**src/rtl/core/modbus_rtu_request_framer_top_macros.svh**
```systemverilog
// Assertion macros for the Modbus RTU request framer.
// Used by the frame serialiser; no other dependencies.
`ifndef MODBUS_RTU_REQUEST_FRAMER_TOP_MACROS_SVH
`define MODBUS_RTU_REQUEST_FRAMER_TOP_MACROS_SVH

`ifndef SYNTH

// Same-cycle implication, disabled while in reset.
`define MRF_ASSERT_NOW(lbl, clk, rstn, ante, cons) \
  lbl: assert property (@(posedge clk) disable iff (!rstn) (ante) |-> (cons)) \
    else $error("mrf assertion failed");

// Next-cycle implication, disabled while in reset.
`define MRF_ASSERT_NXT(lbl, clk, rstn, ante, cons) \
  lbl: assert property (@(posedge clk) disable iff (!rstn) (ante) |=> (cons)) \
    else $error("mrf assertion failed");

`else

`define MRF_ASSERT_NOW(lbl, clk, rstn, ante, cons)
`define MRF_ASSERT_NXT(lbl, clk, rstn, ante, cons)

`endif

`endif

```
**src/rtl/core/mrf_pkg.sv**
```systemverilog
// Shared types, constants and the CRC-16/MODBUS byte update for the framer.
// No dependencies.
`timescale 1ns / 1ps
`default_nettype none

package mrf_pkg;

  localparam int unsigned ByteW   = 8;
  localparam int unsigned FrameLen = 8;
  localparam int unsigned IdxW    = $clog2(FrameLen);

  localparam logic [15:0] CrcInit = 16'hFFFF;
  localparam logic [15:0] CrcPoly = 16'hA001;

  // Byte positions within the frame
  localparam logic [IdxW-1:0] ByteAddr   = 3'd0;
  localparam logic [IdxW-1:0] ByteFunc   = 3'd1;
  localparam logic [IdxW-1:0] ByteRegHi  = 3'd2;
  localparam logic [IdxW-1:0] ByteRegLo  = 3'd3;
  localparam logic [IdxW-1:0] ByteOpHi   = 3'd4;
  localparam logic [IdxW-1:0] ByteOpLo   = 3'd5;
  localparam logic [IdxW-1:0] ByteCrcLo  = 3'd6;
  localparam logic [IdxW-1:0] ByteCrcHi  = 3'd7;

  typedef struct packed {
    logic [7:0]  slave_address;
    logic [7:0]  function_code;
    logic [15:0] register_address;
    logic [15:0] operand_word;
  } req_t;

  // One byte of reflected CRC-16, bit by bit (eight shift steps).
  function automatic logic [15:0] crc_byte(input logic [15:0] crc_in,
                                           input logic [7:0]  data);
    logic [15:0] c;
    c = crc_in ^ {8'h00, data};
    for (int b = 0; b < ByteW; b++) begin
      if (c[0]) begin
        c = (c >> 1) ^ CrcPoly;
      end else begin
        c = c >> 1;
      end
    end
    return c;
  endfunction

endpackage

`default_nettype wire

```
**src/rtl/core/mrf_req_buf.sv**
```systemverilog
// One-entry request register in front of the frame serialiser.
// Depends on mrf_pkg.
`timescale 1ns / 1ps
`default_nettype none

module mrf_req_buf (
  input  wire logic           clk_i,
  input  wire logic           rst_ni,
  input  wire logic           in_valid_i,
  output logic                in_stall_o,
  input  wire mrf_pkg::req_t  req_i,
  output logic                pend_valid_o,
  output mrf_pkg::req_t       pend_req_o,
  input  wire logic           pend_take_i
);

  logic          pend_v_q, pend_v_d;
  mrf_pkg::req_t req_q;
  logic          accept;

  assign in_stall_o = pend_v_q;
  assign accept     = in_valid_i && !pend_v_q;

  always_comb begin
    pend_v_d = pend_v_q;
    if (accept) begin
      pend_v_d = 1'b1;
    end else if (pend_take_i) begin
      pend_v_d = 1'b0;
    end
  end

  always_ff @(posedge clk_i or negedge rst_ni) begin
    if (!rst_ni) begin
      pend_v_q <= 1'b0;
    end else begin
      pend_v_q <= pend_v_d;
    end
  end

  always_ff @(posedge clk_i) begin
    if (accept) begin
      req_q <= req_i;
    end
  end

  assign pend_valid_o = pend_v_q;
  assign pend_req_o   = req_q;

endmodule

`default_nettype wire

```
**src/rtl/core/mrf_frame_ser.sv**
```systemverilog
// Frame serialiser: emits the six body bytes and the running CRC, one byte a cycle while not stalled.
// Depends on mrf_pkg and the framer assertion macros.
`timescale 1ns / 1ps
`default_nettype none

`include "modbus_rtu_request_framer_top_macros.svh"

module mrf_frame_ser (
  input  wire logic           clk_i,
  input  wire logic           rst_ni,
  input  wire logic           pend_valid_i,
  input  wire mrf_pkg::req_t  pend_req_i,
  output logic                pend_take_o,
  output logic                out_valid_o,
  input  wire logic           out_stall_i,
  output logic [7:0]          frame_byte_o,
  output logic                last_byte_o
);

  logic                      active_q, active_d;
  logic [mrf_pkg::IdxW-1:0]  idx_q, idx_d;
  mrf_pkg::req_t             body_q;
  logic [15:0]               crc_q;
  logic [7:0]                cur_byte;
  logic                      out_acc;
  logic                      is_last;
  logic                      load;

  always_comb begin
    case (idx_q)
      mrf_pkg::ByteAddr:  cur_byte = body_q.slave_address;
      mrf_pkg::ByteFunc:  cur_byte = body_q.function_code;
      mrf_pkg::ByteRegHi: cur_byte = body_q.register_address[15:8];
      mrf_pkg::ByteRegLo: cur_byte = body_q.register_address[7:0];
      mrf_pkg::ByteOpHi:  cur_byte = body_q.operand_word[15:8];
      mrf_pkg::ByteOpLo:  cur_byte = body_q.operand_word[7:0];
      mrf_pkg::ByteCrcLo: cur_byte = crc_q[7:0];
      mrf_pkg::ByteCrcHi: cur_byte = crc_q[15:8];
      default:            cur_byte = body_q.slave_address;
    endcase
  end

  assign is_last     = (idx_q == mrf_pkg::ByteCrcHi);
  assign out_acc     = active_q && !out_stall_i;
  // Next frame loads when idle or as the final byte leaves
  assign load        = !active_q || (out_acc && is_last);
  assign pend_take_o = load && pend_valid_i;

  assign out_valid_o  = active_q;
  assign frame_byte_o = cur_byte;
  assign last_byte_o  = is_last;

  always_comb begin
    active_d = active_q;
    idx_d    = idx_q;
    if (pend_take_o) begin
      active_d = 1'b1;
      idx_d    = mrf_pkg::ByteAddr;
    end else if (out_acc) begin
      idx_d = idx_q + 3'd1;
      if (is_last) begin
        active_d = 1'b0;
      end
    end
  end

  always_ff @(posedge clk_i or negedge rst_ni) begin
    if (!rst_ni) begin
      active_q <= 1'b0;
      idx_q    <= mrf_pkg::ByteAddr;
    end else begin
      active_q <= active_d;
      idx_q    <= idx_d;
    end
  end

  // CRC folds in each body byte as it is sent; final by the CRC low position
  always_ff @(posedge clk_i) begin
    if (pend_take_o) begin
      body_q <= pend_req_i;
      crc_q  <= mrf_pkg::CrcInit;
    end else if (out_acc && (idx_q < mrf_pkg::ByteCrcLo)) begin
      crc_q <= mrf_pkg::crc_byte(crc_q, cur_byte);
    end
  end

  `MRF_ASSERT_NXT(a_step_idx, clk_i, rst_ni, out_acc && !is_last, active_q && (idx_q == 3'($past(idx_q) + 3'd1)))
  `MRF_ASSERT_NXT(a_load_start, clk_i, rst_ni, pend_take_o, active_q && (idx_q == mrf_pkg::ByteAddr))
  `MRF_ASSERT_NXT(a_drain_idle, clk_i, rst_ni, out_acc && is_last && !pend_valid_i, !active_q)
  `MRF_ASSERT_NOW(a_no_take_busy, clk_i, rst_ni, active_q && !is_last, !pend_take_o)

endmodule

`default_nettype wire

```
**src/rtl/core/modbus_rtu_request_framer_top.sv**
```systemverilog
// Modbus RTU request framer, one request in gives an 8-byte frame out
// (address, function, register hi/lo, operand hi/lo, CRC lo/hi). The output
// runs one byte per cycle while out_stall_i is low, set by the byte serialiser. The
// request register can hold one further request while the current frame
// is still going out. When the block is idle, an accepted request is held in
// the request register and then loaded into the serialiser, which puts the
// first byte on the output. last_byte_o marks the CRC high byte.
// Depends on mrf_pkg, mrf_req_buf and mrf_frame_ser.
`timescale 1ns / 1ps
`default_nettype none

module modbus_rtu_request_framer_top (
  input  wire logic        clk_i,
  input  wire logic        rst_ni,
  input  wire logic        in_valid_i,
  output logic             in_stall_o,
  input  wire logic [7:0]  slave_address_i,
  input  wire logic [7:0]  function_code_i,
  input  wire logic [15:0] register_address_i,
  input  wire logic [15:0] operand_word_i,
  output logic             out_valid_o,
  input  wire logic        out_stall_i,
  output logic [7:0]       frame_byte_o,
  output logic             last_byte_o
);

  mrf_pkg::req_t req_in;
  mrf_pkg::req_t pend_req;
  logic          pend_valid;
  logic          pend_take;

  assign req_in.slave_address    = slave_address_i;
  assign req_in.function_code    = function_code_i;
  assign req_in.register_address = register_address_i;
  assign req_in.operand_word     = operand_word_i;

  mrf_req_buf u_req_buf (
    .clk_i        (clk_i),
    .rst_ni       (rst_ni),
    .in_valid_i   (in_valid_i),
    .in_stall_o   (in_stall_o),
    .req_i        (req_in),
    .pend_valid_o (pend_valid),
    .pend_req_o   (pend_req),
    .pend_take_i  (pend_take)
  );

  mrf_frame_ser u_frame_ser (
    .clk_i        (clk_i),
    .rst_ni       (rst_ni),
    .pend_valid_i (pend_valid),
    .pend_req_i   (pend_req),
    .pend_take_o  (pend_take),
    .out_valid_o  (out_valid_o),
    .out_stall_i  (out_stall_i),
    .frame_byte_o (frame_byte_o),
    .last_byte_o  (last_byte_o)
  );

endmodule

`default_nettype wire
```
**config.mk**
```make
export PLATFORM = sky130hd
export DESIGN_NAME = modbus_rtu_request_framer_top
export DESIGN_NICKNAME = d
export VERILOG_FILES = /design/src/rtl/core/mrf_pkg.sv /design/src/rtl/core/mrf_req_buf.sv /design/src/rtl/core/mrf_frame_ser.sv /design/src/rtl/core/modbus_rtu_request_framer_top.sv
export VERILOG_INCLUDE_DIRS = /design/src /design/src/rtl/core
export SDC_FILE = /design/constraint.sdc
export NUM_CORES = 1
export LEC_CHECK = 0
export BUFFER_PORTS_ARGS = -buffer_cell sky130_fd_sc_hd__buf_2
export CAP_MARGIN = 20
export CELL_PAD_IN_SITES_DETAIL_PLACEMENT = 1
export CELL_PAD_IN_SITES_GLOBAL_PLACEMENT = 1
export CORE_MARGIN = 4
export CORE_UTILIZATION = 25
export CTS_CLUSTER_SIZE = 30
export DETAILED_ROUTE_END_ITERATION = 10
export HOLD_SLACK_MARGIN = 0.08
export PLACE_DENSITY = 0.58
export SETUP_SLACK_MARGIN = 0.02
export SYNTH_ARGS = -nofsm -noshare
export SYNTH_HDL_FRONTEND = slang
export SYNTH_SLANG_ARGS = --single-unit
```
**constraint.sdc**
```tcl
create_clock -name clk_i -period 3.8 [get_ports clk_i]
set_input_delay 0.76 -clock clk_i [delete_from_list [all_inputs] [get_ports clk_i]]
set_output_delay 0.76 -clock clk_i [all_outputs]
set_load 0.01 [all_outputs]
```
==> impl_metrics.ini, run 1 <==
[final_layout]
area_delta_synth_final_pct = 27.4
nets = 416
final_util = 0.324
design_area_um2 = 5810
nFillCells = 1885
drive_gt1_frac = 0.350
diodes = 0
stdcell_count = 600

[timing]
rsz0062_at_grt = false
slew_headroom = 0.464
setup_viol = 0
hold_viol = 0
maxSlewViolCount = 0
skew_ns = 0.00938
fin_tns_setup_ns = 0
worst_slew_pin_slew_ns = 0.801
holdWs_ns = 0.159
period_share = 0.949
min_period_ns = 3.61
clock.fmax_mhz = 277

[critical_path]
cp.required_ns = 4.13
worstPathMaxFanout = 9
crit_path_end_kind = flip-flop
critPathKind = flip-flop to flip-flop
arrival_ns = 3.93
cp-start-kind = flip-flop

[clocking]
postCtsSetupRepairBufs = 0
cts.sinks = 117
clock_latency_ns = 0.41
cts_root_buffer = clkbuf_16
cts_tree = yes
ctsHtreeMaxLevel = 4
cts_buffers = 17
clkTransAtPathRegs_ns = 0.05
cts_resized = 0
cts_hold_buf = 0
clk_path_buf_depth = 2

[floorplanning]
die_h_um = 143
rows = 49
ios = 63
start_util = 0.254
die-area_um2 = 20500
core_area_um2 = 18000
die_x_um = 143

[pwr]
leakage_nw = 2.11
cellPowerDensity_nw_per_um2 = 1150
ir_drop_mv = 0.700

[detailed_routing]
vias = 2588
finalWirelength_mm = 10.5
drc = 0
ant_nets = 0
wl_per_cell_um = 17.5
drtPass1Iterations = 5
via_per_inst = 4.31
drtIter0Drc = 124

[yosys]
synth_enable_flop_cells = 96
yosysTopAreaCellShare = 0.632
async_reset_ff_frac = 0.0427
synthDistinctLibCells = 40
yosysTopAreaCell = edfxtp_1
synth_nets = 337
synth_area_leaders = edfxtp_1 (63%), dfxtp_1 (7.0%), dfrtp_1 (2.7%)
syn_area_um2 = 4560
ys.flop_type = edfxtp_1
syn_avg_cell_area_um2 = 16.4
yosysSeqAreaShare = 0.729
ys_warn_count = 0
synth_seq_cells = 117
netlist_instances = 279

[global_route]
grt_first_pass_wirelength_mm = 16.4
grt_start_max_net_pins = 38
grt_usage = 0.109
grt_pass1_vias = 2826
overflow = 0
antenna_found_initial = 0

[worst_hold_path]
hold_path.class = input pin to async pin

[placement]
place_inst = 568
place.gp.congestion = 0.813
place_hpwl_mm = 7.43
port_buffers = 62
placed_area_um2 = 5200

[run_status]
outcome = completed

[run]
maxCapViolations = 0
kinds of logic (layout without fill, tap and decap cells):
logic type,after synthesis,count (layout),share of synthesized area
AO/OA/AOI/OAI,46,46,0.0924
XOR/XNOR,22,22,0.0587
adder cells (fa/ha/maj),6,6,0.0165
buffers and inverters,20,112,0.0225
flip-flops,117,117,0.729
multiplexers,7,7,0.0173
AND/OR/NAND/NOR,61,61,0.0633
worst max-delay path: stages, from the launching register on:
cell,delay (ns)
dfrtp_1,0.42
ha_1,0.25
ha_1,0.22
or4_4,0.61
or2_0,0.23
buf_4,0.20
a41oi_4,0.19
xnor2_2,0.18
xnor3_1,0.45
xor3_2,0.28
xor3_1,0.36
o21ai_1,0.12
cell usage after synthesis (4+ instances only):
library cell  count
o211ai_1          8
nor3_1            5
dfxtp_1          16
dfrtp_1           5
buf_2             4
a221oi_1          4
nor2_1            8
a22o_1           11
nand3_1           6
ha_1              6
inv_1             5
clkbuf_1          8
xnor2_2           4
xnor2_1          12
mux2_2            7
nand2_1          30
edfxtp_1         96
cell type report:
cell class                      instances  area [um2]  share of cell area
Sequential cell                       117        3330               0.573
Inverter                                5        18.8             0.00323
Multi-Input combinational cell        142        1150               0.197
Timing Repair Buffer                   75         420              0.0723
Clock inverter                         15         188              0.0323
Tap cell                              229         287              0.0493
Clock buffer                           17         425              0.0732
power breakdown:
group          internal (mW)  switching (mW)  total [mW]
combinational           1.59            1.60        3.19
clock                   1.09           0.548        1.63
sequential              1.69           0.154        1.84
placed cells by master (no fill, tap or decap), types with 2 or more instances in the layout:
master / count
a222oi_1: 3
nor2_1: 8
a31oi_1: 2
a22o_1: 11
and2_1: 3
a221o_1: 2
o21ai_0: 3
buf_2: 62
nor2b_1: 2
nor3_1: 5
clkbuf_16: 17
clkinv_1: 2
a31oi_4: 2
clkinv_2: 4
dfxtp_1: 16
a221oi_1: 4
clkinvlp_4: 3
xor2_1: 3
xnor2_1: 12
bufinv_16: 4
nand2_1: 30
nor3_2: 3
xnor2_2: 4
nand3_1: 6
dfrtp_1: 5
buf_4: 12
clkinv_4: 2
ha_1: 6
o211ai_1: 8
a21oi_1: 2
edfxtp_1: 96
inv_1: 4
mux2_2: 7
a31oi_2: 4
routing by layer:
layer,track usage,vias up,part of all wire
met5,0,-,0
met3,0.0372,18,0.043
met2,0.167,59,0.48
met4,0.0510,0,0.022
li1,-,1221,-
met1,0.139,1290,0.46
flip-flops by register name, indices dropped and copies added (netlist names):
name and cells:
u_frame_ser.body_q 48, u_req_buf.pend_req_o 48, u_frame_ser.crc_q 16, u_frame_ser.idx_q 3, u_frame_ser.out_valid_o 1, u_req_buf.in_stall_o 1
through the flow:
| step | total power [mW] | setup WS [ns] |
|---|---|---|
| floorplan | 4.29 | 0.0775 |
| global placement | 5.02 | 0.269 |
| detailed placement | 5.09 | 0.228 |
| CTS | 6.78 | 0.193 |
| global route | 7.07 | 0.0313 |
| finish | 6.67 | 0.193 |
final timing paths:
path / cells past startpoint / to / slack [ns] / from
setup reg to reg: 11 / u_frame_ser.crc_q[0] / 0.19 / u_frame_ser.idx_q[0]
hold reg to reg: 0 / u_frame_ser.body_q[46] / 0.41 / u_req_buf.pend_req_o[46]
min in group clk_i: 0 / u_frame_ser.body_q[46] / 0.41 / u_req_buf.pend_req_o[46]
setup / recovery: 11 / u_frame_ser.crc_q[0] / 0.19 / u_frame_ser.idx_q[0]
hold / removal: 1 / u_req_buf.in_stall_o / 0.16 / rst_ni
max in group asynchronous: 1 / u_frame_ser.idx_q[2] / 3.50 / rst_ni
Power figures use the tool's default switching activity.
==> run 2: changes to the inputs <==
- CAP_MARGIN: 20 -> default
- RECOVER_POWER: default -> 100
==> run 2 against run 1 <==
Net effect: maximum frequency is essentially flat; clock-buffer cell count unchanged; critical path type unchanged; the run now ends with capacitance limit, slew limit left; design area down 0.67%.
==> impl_metrics.ini, run 2 (synthesized netlist as in run 1, its figures left out) <==
[timing]
fin_tns_setup_ns = 0
rsz0062_at_grt = false
maxSlewViolCount = 21
clock.fmax_mhz = 277
worst_slew_pin_slew_ns = 1.87
hold_viol = 0
setup_viol = 0
slew_headroom = -0.249
period_share = 0.949
min_period_ns = 3.60
skew_ns = 0.00945

[floorplanning]
core_area_um2 = 18000
start_util = 0.254
die_h_um = 143
die_x_um = 143
rows = 49
die-area_um2 = 20500
ios = 63

[pwr]
cellPowerDensity_nw_per_um2 = 1150
leakage_nw = 2.07
p_int_mw = 4.33
ir_drop_mv = 0.693
power_switching_mw = 2.30
clkPwrFrac = 0.246
power.total_mw = 6.63
p_sw_frac = 0.347
seqPwrFrac = 0.279
combPwrFrac = 0.475

[clocking]
cts_tree = yes
clkTransAtPathRegs_ns = 0.05
cts.sinks = 117
cts_root_buffer = clkbuf_16
cts_buffers = 17
cts_resized = 0
ctsHtreeMaxLevel = 4
clock_latency_ns = 0.41
postCtsSetupRepairBufs = 0
clk_path_buf_depth = 2
cts_hold_buf = 0

[critical_path]
cp-start-kind = flip-flop
worstPathMaxFanout = 9
crit_path_end_kind = flip-flop
cp.required_ns = 4.13
arrival_ns = 3.93
critPathKind = flip-flop to flip-flop

[detailed_routing]
drc = 0
via_per_inst = 4.35
finalWirelength_mm = 10.6
wl_per_cell_um = 17.6
ant_nets = 0
drtIter0Drc = 134
vias = 2610
drtPass1Iterations = 5

[global_route]
grt_first_pass_wirelength_mm = 16.4
grt_start_max_net_pins = 38
grt_usage = 0.109
grt_pass1_vias = 2826
overflow = 0
antenna_found_initial = 0

[final_layout]
nets = 416
area_delta_synth_final_pct = 26.5
diodes = 0
drive_gt1_frac = 0.307
final_cell_mix = edfxtp_1 (96), buf_2 (49), nand2_1 (30), clkbuf_16 (17), dfxtp_1 (16)
layout_commonest_cell = edfxtp_1

[run]
maxCapViolations = 1

[run_status]
outcome = finished, violations left
violations = capacitance limit, slew limit

[placement]
place.gp.congestion = 0.813
port_buffers = 62
place_hpwl_mm = 7.43

[worst_hold_path]
hold_path.class = input pin to async pin
## run 2: metal layers
layer / share of wire / vias to the layer above / GRT usage / wire, um
met5: 0 / - / 0 / 0
met4: 0.018 / 0 / 0.0510 / 191
met3: 0.050 / 16 / 0.0372 / 530
met2: 0.48 / 69 / 0.167 / 5080
met1: 0.45 / 1304 / 0.139 / 4770
li1: - / 1221 / - / -
## run 2: power by group through the flow
stage	Clock, mW	Combinational [mW]	Sequential (mW)
global route	1.73	3.43	1.87
CTS	1.68	3.25	1.85
finish	1.63	3.15	1.85
detailed placement	0	3.22	1.87
floorplan	0	2.48	1.82
global placement	0	3.16	1.86
## run 2: cell type report
| cell class | count | area, um2 |
|---|---|---|
| tap | 229 | 287 |
| timing repair buffer | 75 | 389 |
| inverter | 5 | 18.8 |
| clock inverter | 15 | 188 |
| fill | 1896 | 12200 |
| sequential | 117 | 3330 |
| clock buffer | 17 | 425 |
| multi-input combinational | 142 | 1140 |
## run 2: path summary, 6_finish.rpt
path                                     startpoint                      end  slack (ns)  cells past startpoint
setup reg to reg               u_frame_ser.idx_q[0]     u_frame_ser.crc_q[0]        0.20                     11
max in group asynchronous                    rst_ni     u_frame_ser.idx_q[2]        3.36                      1
setup / recovery               u_frame_ser.idx_q[0]     u_frame_ser.crc_q[0]        0.20                     11
hold reg to reg            u_req_buf.pend_req_o[46]   u_frame_ser.body_q[46]        0.41                      0
hold / removal                               rst_ni  u_frame_ser.out_valid_o        0.21                      1
min in group clk_i         u_req_buf.pend_req_o[46]   u_frame_ser.body_q[46]        0.41                      0
## run 2: worst max-delay path, cell delays in order, from the launching register on
cell and delay [ns]:
dfrtp_1 0.42, ha_1 0.25, ha_1 0.22, or4_4 0.61, or2_0 0.23, buf_4 0.20
a41oi_4 0.19, xnor2_2 0.18, xnor3_1 0.45, xor3_2 0.28, xor3_1 0.36, o21ai_1 0.12
## run 2: through the flow
step | instances | instance area, um2 | hold WS (ns) | utilization | worst slack [ns]
final | 600 | 5770 | 0.207 | 0.321 | 0.196
after global routing | 600 | 5770 | 0.211 | 0.321 | 0.0188
after CTS | 600 | 5810 | 0.140 | 0.324 | 0.193
after detailed placement | 568 | 5200 | 0.406 | 0.289 | 0.228
after global placement | 568 | 5200 | 0.407 | 0.289 | 0.269
after floorplan | 279 | 4570 | 0.400 | - | 0.0775
